$ cat config.mk
export PLATFORM = sky130hd
export DESIGN_NAME = sled_scan_flat
export DESIGN_NICKNAME = d
export VERILOG_FILES = /design/src/sled_pkg.sv /design/src/sled_word_if.sv /design/src/sled_scan.sv /design/src/flat_wrapper.sv
export SDC_FILE = /design/constraint.sdc
export NUM_CORES = 1
export LEC_CHECK = 0
export BUFFER_PORTS_ARGS = -buffer_cell sky130_fd_sc_hd__buf_2
export CELL_PAD_IN_SITES_DETAIL_PLACEMENT = 2
export CELL_PAD_IN_SITES_GLOBAL_PLACEMENT = 2
export CORE_MARGIN = 2
export CORE_UTILIZATION = 40
export CTS_BUF_LIST = sky130_fd_sc_hd__clkbuf_4 sky130_fd_sc_hd__clkbuf_8
export CTS_CLUSTER_DIAMETER = 120
export CTS_CLUSTER_SIZE = 24
export DETAILED_ROUTE_END_ITERATION = 8
export HOLD_SLACK_MARGIN = 0.05
export PLACE_DENSITY_LB_ADDON = 0.1
export SYNTH_ARGS = -nofsm -noshare
export SYNTH_HDL_FRONTEND = slang
export SYNTH_SLANG_ARGS = --single-unit
$ cat constraint.sdc
create_clock -name clk -period 3.6 [get_ports clk]
set_input_delay 0.36 -clock clk [delete_from_list [all_inputs] [get_ports clk]]
set_output_delay 0.36 -clock clk [all_outputs]
set_load 0.005 [all_outputs]
$ cat src/sled_pkg.sv
`timescale 1ns / 1ps
// ----------------------------------------------------------------------------
// Scrolling LED matrix driver package
// Sizes, command codes, store access types and the shift word builder.
// ----------------------------------------------------------------------------
package sled_pkg;

    localparam int MAX_COLS     = 1024;
    localparam int ROWS         = 8;
    localparam int WIN          = 8;
    localparam int COL_W        = $clog2(MAX_COLS);
    localparam int ROW_W        = $clog2(ROWS);
    localparam int WIN_W        = $clog2(WIN);
    localparam int LOAD_ROW_W   = ROW_W + 1;
    localparam int CNT_W        = COL_W + 2;
    localparam int WIDTH_W      = COL_W + 1;
    localparam int MEM_DEPTH    = ROWS * MAX_COLS;
    localparam int CMD_W        = 2;
    localparam int CHAR_W       = 8;
    localparam int WORD_W       = 16;

    localparam logic [CMD_W-1:0]  CMD_LOAD     = 2'd0;
    localparam logic [CMD_W-1:0]  CMD_TICK     = 2'd1;
    localparam logic [CMD_W-1:0]  CMD_SCAN     = 2'd2;

    localparam logic [CHAR_W-1:0] LIT_CHAR     = 8'h6F;
    localparam logic [CHAR_W-1:0] NEWLINE_CHAR = 8'h0A;

    typedef struct packed {
        logic             en;
        logic [ROW_W-1:0] row;
        logic [COL_W-1:0] col;
        logic             dot;
    } store_wr_t;

    typedef struct packed {
        logic             en;
        logic [ROW_W-1:0] row;
        logic [COL_W-1:0] col;
    } store_rd_t;

    function automatic logic [WORD_W-1:0] make_word(input logic [ROW_W-1:0] r,
                                                    input logic [WIN_W-1:0] c);
        logic [7:0] row_mask;
        logic [7:0] col_mask;
        row_mask = ~(8'h80 >> r);
        col_mask = 8'h80 >> c;
        return {row_mask, col_mask};
    endfunction

endpackage

$ cat src/sled_word_if.sv
`timescale 1ns / 1ps
// ----------------------------------------------------------------------------
// Shift word channel
// Valid/ready channel carrying one matrix shift word and a frame end flag.
// ----------------------------------------------------------------------------
interface sled_word_if import sled_pkg::*; ();

    logic              valid;
    logic              ready;
    logic [WORD_W-1:0] shift_word;
    logic              last;

    modport source (output valid, output shift_word, output last, input ready);
    modport sink   (input valid, input shift_word, input last, output ready);

endinterface

$ cat src/sled_scan.sv
`timescale 1ns / 1ps
// ----------------------------------------------------------------------------
// Frame scanner
// Walks the 8x8 window one store read per cycle unless stalled, holds back
// one lit word so the frame's final word can be flagged, and drives the output.
// ----------------------------------------------------------------------------
module sled_scan import sled_pkg::*;
(
    input  logic               clk,
    input  logic               rst_n,
    input  logic               start,
    input  logic [WIDTH_W-1:0] width,
    input  logic [COL_W-1:0]   offset,
    input  logic               dot,
    output store_rd_t          rd,
    output logic               busy,
    sled_word_if.source        word_ch
);

    logic               running_reg, running_next;
    logic [ROW_W-1:0]   row_reg, row_next;
    logic [WIN_W-1:0]   j_reg, j_next;
    logic [COL_W-1:0]   col_reg, col_next;
    logic               s1_valid_reg, s1_valid_next;
    logic [ROW_W-1:0]   s1_row_reg, s1_row_next;
    logic [WIN_W-1:0]   s1_j_reg, s1_j_next;
    logic               s1_final_reg, s1_final_next;
    logic               pend_valid_reg, pend_valid_next;
    logic [WORD_W-1:0]  pend_word_reg, pend_word_next;
    logic               flush_reg, flush_next;
    logic               out_valid_reg, out_valid_next;
    logic [WORD_W-1:0]  out_word_reg, out_word_next;
    logic               out_last_reg, out_last_next;
    logic               out_free;
    logic               s1_take;
    logic [WIDTH_W-1:0] col_inc;

    always_comb
    begin
        running_next    = running_reg;
        row_next        = row_reg;
        j_next          = j_reg;
        col_next        = col_reg;
        s1_valid_next   = s1_valid_reg;
        s1_row_next     = s1_row_reg;
        s1_j_next       = s1_j_reg;
        s1_final_next   = s1_final_reg;
        pend_valid_next = pend_valid_reg;
        pend_word_next  = pend_word_reg;
        flush_next      = flush_reg;
        out_valid_next  = out_valid_reg;
        out_word_next   = out_word_reg;
        out_last_next   = out_last_reg;
        rd              = '0;
        s1_take         = 1'b0;
        out_free        = !out_valid_reg || word_ch.ready;
        col_inc         = {1'b0, col_reg} + 1'b1;

        if (out_valid_reg && word_ch.ready)
        begin
            out_valid_next = 1'b0;
        end

        if (flush_reg)
        begin
            if (!pend_valid_reg)
            begin
                flush_next = 1'b0;
            end
            else if (out_free)
            begin
                out_valid_next  = 1'b1;
                out_word_next   = pend_word_reg;
                out_last_next   = 1'b1;
                pend_valid_next = 1'b0;
                flush_next      = 1'b0;
            end
        end
        else if (s1_valid_reg)
        begin
            if (!dot)
            begin
                s1_take = 1'b1;
            end
            else if (!pend_valid_reg)
            begin
                s1_take         = 1'b1;
                pend_valid_next = 1'b1;
                pend_word_next  = make_word(s1_row_reg, s1_j_reg);
            end
            else if (out_free)
            begin
                s1_take        = 1'b1;
                out_valid_next = 1'b1;
                out_word_next  = pend_word_reg;
                out_last_next  = 1'b0;
                pend_word_next = make_word(s1_row_reg, s1_j_reg);
            end
            if (s1_take)
            begin
                s1_valid_next = 1'b0;
                if (s1_final_reg)
                begin
                    flush_next = 1'b1;
                end
            end
        end

        if (start)
        begin
            running_next = 1'b1;
            row_next     = '0;
            j_next       = '0;
            col_next     = offset;
        end
        else if (running_reg && (!s1_valid_reg || s1_take))
        begin
            rd.en         = 1'b1;
            rd.row        = row_reg;
            rd.col        = col_reg;
            s1_valid_next = 1'b1;
            s1_row_next   = row_reg;
            s1_j_next     = j_reg;
            s1_final_next = (row_reg == ROW_W'(ROWS - 1)) && (j_reg == WIN_W'(WIN - 1));
            if (j_reg == WIN_W'(WIN - 1))
            begin
                j_next   = '0;
                row_next = row_reg + 1'b1;
                col_next = offset;
                if (row_reg == ROW_W'(ROWS - 1))
                begin
                    running_next = 1'b0;
                end
            end
            else
            begin
                j_next = j_reg + 1'b1;
                if (col_inc == width)
                begin
                    col_next = '0;
                end
                else
                begin
                    col_next = col_inc[COL_W-1:0];
                end
            end
        end
    end

    always_ff @(posedge clk or negedge rst_n)
    begin
        if (!rst_n)
        begin
            running_reg    <= 1'b0;
            s1_valid_reg   <= 1'b0;
            pend_valid_reg <= 1'b0;
            flush_reg      <= 1'b0;
            out_valid_reg  <= 1'b0;
        end
        else
        begin
            running_reg    <= running_next;
            s1_valid_reg   <= s1_valid_next;
            pend_valid_reg <= pend_valid_next;
            flush_reg      <= flush_next;
            out_valid_reg  <= out_valid_next;
        end
    end

    always_ff @(posedge clk)
    begin
        row_reg       <= row_next;
        j_reg         <= j_next;
        col_reg       <= col_next;
        s1_row_reg    <= s1_row_next;
        s1_j_reg      <= s1_j_next;
        s1_final_reg  <= s1_final_next;
        pend_word_reg <= pend_word_next;
        out_word_reg  <= out_word_next;
        out_last_reg  <= out_last_next;
    end

    assign busy               = running_reg || s1_valid_reg || flush_reg;
    assign word_ch.valid      = out_valid_reg;
    assign word_ch.shift_word = out_word_reg;
    assign word_ch.last       = out_last_reg;

endmodule

$ cat src/flat_wrapper.sv
// flat-port wrapper written by rule: the top's interface ports become plain ports
module sled_scan_flat import sled_pkg::*;
  (clk, rst_n, start, width, offset, dot, rd, busy, word_ch_valid, word_ch_shift_word, word_ch_last, word_ch_ready);
  sled_word_if word_ch_i ();
  input  logic clk;
  input  logic rst_n;
  input  logic start;
  input  logic [WIDTH_W-1:0] width;
  input  logic [COL_W-1:0] offset;
  input  logic dot;
  output store_rd_t rd;
  output logic busy;
  output wire logic [$bits(word_ch_i.valid)-1:0] word_ch_valid;
  output wire logic [$bits(word_ch_i.shift_word)-1:0] word_ch_shift_word;
  output wire logic [$bits(word_ch_i.last)-1:0] word_ch_last;
  input wire logic [$bits(word_ch_i.ready)-1:0] word_ch_ready;
  assign word_ch_valid = word_ch_i.valid;
  assign word_ch_shift_word = word_ch_i.shift_word;
  assign word_ch_last = word_ch_i.last;
  assign word_ch_i.ready = word_ch_ready;
  sled_scan u_core (.clk(clk), .rst_n(rst_n), .start(start), .width(width), .offset(offset), .dot(dot), .rd(rd), .busy(busy), .word_ch(word_ch_i));
endmodule
==> flow_summary.rst <==
.. list-table::
   :header-rows: 1

   * - Metric
     - Value
   * - Run status
     - finished, final reports clean
   * - Number of hold-slack violations in the final timing report
     - 0
   * - Worst-Margin Slew
     - approximately 1.2 ns
   * - Relative slew margins
     - ~23%
   * - Cell count along the critical path
     - 8
   * - Area share of the largest cell type after synthesis
     - 53.8%
   * - Cells on worst reg2reg path
     - 7
   * - Sequential cell area fraction in the yosys report
     - between 60% and 70%
   * - Crit path arrival time
     - approximately 2.8 ns
   * - Core footprint
     - roughly 0.0068 sq mm
   * - Initial core utilization
     - between 40% and 50%
   * - Vias
     - around 2000
   * - Post-synthesis sequential element count
     - between 60 and 70
   * - Net count of the mapped netlist
     - 259
   * - Total half-perimeter wirelength after legalization and detailed placement
     - between 4000 and 5000 um
   * - Cts repair resizes
     - 0
   * - Fill cell count
     - slightly above 700
   * - Max IR drop VDD
     - roughly 0.22 mV
   * - Fmax
     - around 0.32 GHz
   * - Vias per std cell
     - ~5.3
   * - Post-Place Cells
     - roughly 370
   * - Leading cell types in the layout, fill and taps excluded
     - sky130_fd_sc_hd__buf_2 (58), sky130_fd_sc_hd__edfxtp_1 (50), sky130_fd_sc_hd__nand2_1 (22)
   * - Nets@finish
     - between 300 and 400
   * - Post-detailed-route wirelength per cell
     - roughly 17 um
   * - Timing endpoint of the critical path
     - rd[6]
   * - TritonCTS Buffers
     - 9
   * - TritonCTS clock tree
     - built
   * - Initial antenna violation count
     - 0
   * - Max-cap check violation count
     - 0
   * - Critical setup path kind
     - reg2out
   * - Share of async-settable or async-resettable flops after synthesis
     - about 8.2%
   * - First-pass GRT wire length
     - between 10000 and 15000 um
   * - Post-CTS setup buffer count
     - 0
   * - Combined area of all synthesized cells
     - ~0.0028 sq mm
   * - Crit path max-delay cell type
     - sky130_fd_sc_hd__nor2_1
   * - Endpoint of the most critical register-to-register path
     - u_core.col_reg[6]
   * - Clock insertion delay at the later pin of the skew report
     - 0.34 ns
   * - Number of cells produced by synthesis
     - ~230
   * - Maximum single-stage delay on the critical path
     - ~0.47 ns
   * - Reg-to-reg slack, setup
     - ~0.94 ns
   * - Die footprint
     - approximately 0.0077 sq mm
   * - Family with the most delay on the worst path
     - simple AND/OR/NAND/NOR gates
   * - Largest fanout on the critical path
     - 14
   * - Required time of the critical path
     - between 3 and 4 ns
   * - Number of setup violations in the final report
     - 0
   * - Share of final-layout standard cells stronger than drive strength 1
     - between 20 and 30%
   * - Top-level port count
     - slightly below 60
   * - Critical register-to-register path startpoint
     - u_core.col_reg[0]
   * - Number of global-route vias before repair
     - approximately 2100
   * - Critical path startpoint category
     - flip-flop
   * - Leakage component of the power
     - about 1.3 nW
   * - Minimum clock period
     - 3.16 ns
   * - Initial DRC count
     - 39
   * - Vertical die dimension
     - around 90 um
   * - Sequential cell area
     - roughly 0.0017 sq mm
   * - Clk pin slew, worst setup/hold paths
     - approximately 0.080 ns
   * - Final total power
     - 2.10 mW
   * - Port Buffers
     - slightly below 60
   * - Final antenna-violating net count
     - 0
   * - Beginning of the critical path
     - u_core.word_ch.valid
   * - Buf+Inv Stages, Crit Path
     - 2
   * - Critical path endpoint category
     - primary output
   * - Setup TNS
     - 0 ns
   * - Maximum level of the CTS H-tree
     - 3
   * - Post-route clock skew
     - ~0.011 ns
   * - P per Cell Area
     - 617 mW/mm^2
   * - Library cell with the largest summed area after synthesis
     - sky130_fd_sc_hd__edfxtp_1
   * - Largest net degree at the start of global routing
     - 19
   * - Die boundary width
     - 87.6 um
   * - Placement row count
     - 30
   * - Routability congestion estimate from global placement
     - 0.741
   * - Most area-consuming cells after synthesis
     - sky130_fd_sc_hd__edfxtp_1 (54%), sky130_fd_sc_hd__xnor2_1 (4.7%), sky130_fd_sc_hd__dfrtp_1 (4.5%)
   * - Syn_area_per_cell
     - roughly 12 sq um
   * - Global Route Usage Sum
     - 18.5%
   * - Most frequently used flop master after synthesis
     - sky130_fd_sc_hd__edfxtp_1
   * - Ratio of final minimum period to clock period
     - 87.7%
   * - Buffer levels on the longest clock path
     - 2
   * - Number of synthesis warnings
     - 0
   * - Post-route insts no fill
     - 382
   * - CTS sink count
     - 61
   * - Layout Area Growth over Synthesis
     - 21.8%
   * - DRC violation count after routing
     - 0
   * - Number of pins with negative max-slew slack in the final report
     - 0
   * - Initial DRT Pass Iterations
     - 4
   * - Total Wirelength
     - between 6000 and 7000 um
   * - Multi-input combinational cell area
     - roughly 0.0010 sq mm
   * - Most frequent standard cell in the layout excluding fill and tap cells
     - sky130_fd_sc_hd__buf_2
   * - Path category of the worst min-delay check
     - in2reg
   * - Number of synthesized flops with an enable pin
     - 50
   * - Remaining global-route overflow
     - 0
   * - Cells along the critical path
     - nor2b_1 > and3_1 > o21ai_1 > nand2_1 > nor2_1 > buf_4 > and2_1 > buf_2
   * - Clock root cell
     - sky130_fd_sc_hd__clkbuf_8
   * - Final antenna diode count
     - 0
   * - RSZ-0062 raised after global routing
     - no
   * - Distinct cell type count of the synthesized netlist
     - 46
-- cells by family after synthesis --
kind of cell	count (synthesis)	synth area share, %
multiplexers	4	1.48
flip-flops	61	62.5
adder cells (fa/ha/maj)	5	2.24
buffers and inverters	5	0.717
XOR/XNOR	17	5.33
AND/OR/NAND/NOR	106	20.9
AO/OA/AOI/OAI	30	6.81
-- how the worst min path moves through the flow --
stage	start	endpoint	depth (start not counted)
finish	start	u_core.row_reg[0]	2
CTS	start	u_core.row_reg[0]	2
global placement	rst_n	u_core.s1_valid_reg	1
detailed placement	rst_n	u_core.s1_valid_reg	1
floorplan	rst_n	u_core.flush_reg	0
global route	start	u_core.row_reg[2]	2
-- metal layers --
metal	wire length [um]	up-vias	GRT usage [%]
li1	-	975	-
met1	2690	987	21.8
met2	3430	47	32.7
met3	226	12	3.49
met4	123	0	7.97
met5	0	-	0
-- metrics by stage --
| stage | util (%) | worst slack, ns | cell area (sq um) | hold slack [ns] |
|---|---|---|---|---|
| finish | 50.4 | 0.442 | 3400 | 0.334 |
| global route | 50.4 | 0.172 | 3400 | 0.362 |
| CTS | 50.4 | 0.369 | 3400 | 0.328 |
| detailed placement | 47.3 | 0.785 | 3190 | 0.185 |
| global placement | 47.3 | 0.788 | 3190 | 0.184 |
| floorplan | - | 1.24 | 2790 | 0.0644 |
-- cell type report --
| cell class | instances | share of cell area (%) |
|---|---|---|
| Tap cell | 80 | 2.94 |
| Inverter | 1 | 0.110 |
| Clock inverter | 7 | 2.17 |
| Multi-Input combinational cell | 162 | 30.3 |
| Sequential cell | 61 | 51.3 |
| Clock buffer | 9 | 3.64 |
| Timing Repair Buffer | 62 | 9.49 |
-- power by group --
part	switching, mW	internal [mW]	leakage [nW]
combinational	0.246	0.197	0.652
clock	0.279	0.321	0.0996
sequential	0.112	0.944	0.575
total	0.638	1.46	1.33
-- cell usage after synthesis, types with 2 or more instances --
library cell	n
sky130_fd_sc_hd__edfxtp_1	50
sky130_fd_sc_hd__nand2_1	22
sky130_fd_sc_hd__nor2_1	20
sky130_fd_sc_hd__and2_1	18
sky130_fd_sc_hd__xnor2_1	15
sky130_fd_sc_hd__o21ai_0	13
sky130_fd_sc_hd__nand3_1	11
sky130_fd_sc_hd__dfxtp_1	6
sky130_fd_sc_hd__dfrtp_1	5
sky130_fd_sc_hd__ha_1	5
sky130_fd_sc_hd__a21oi_1	4
sky130_fd_sc_hd__and3_1	4
sky130_fd_sc_hd__nand2b_1	4
sky130_fd_sc_hd__nand3b_1	4
sky130_fd_sc_hd__nor3b_1	4
sky130_fd_sc_hd__or3_1	4
sky130_fd_sc_hd__clkbuf_1	3
sky130_fd_sc_hd__mux2i_1	3
sky130_fd_sc_hd__nor3_1	3
sky130_fd_sc_hd__nor2_2	2
sky130_fd_sc_hd__or3b_2	2
sky130_fd_sc_hd__xor2_1	2
-- timing repair --
item | in CTS | in global routing
endpoints found under the setup margin | 0 | 0
hold endpoints to repair | 5 | 0
hold buffers | 1 | 0
(Power assumes the default switching activity.)
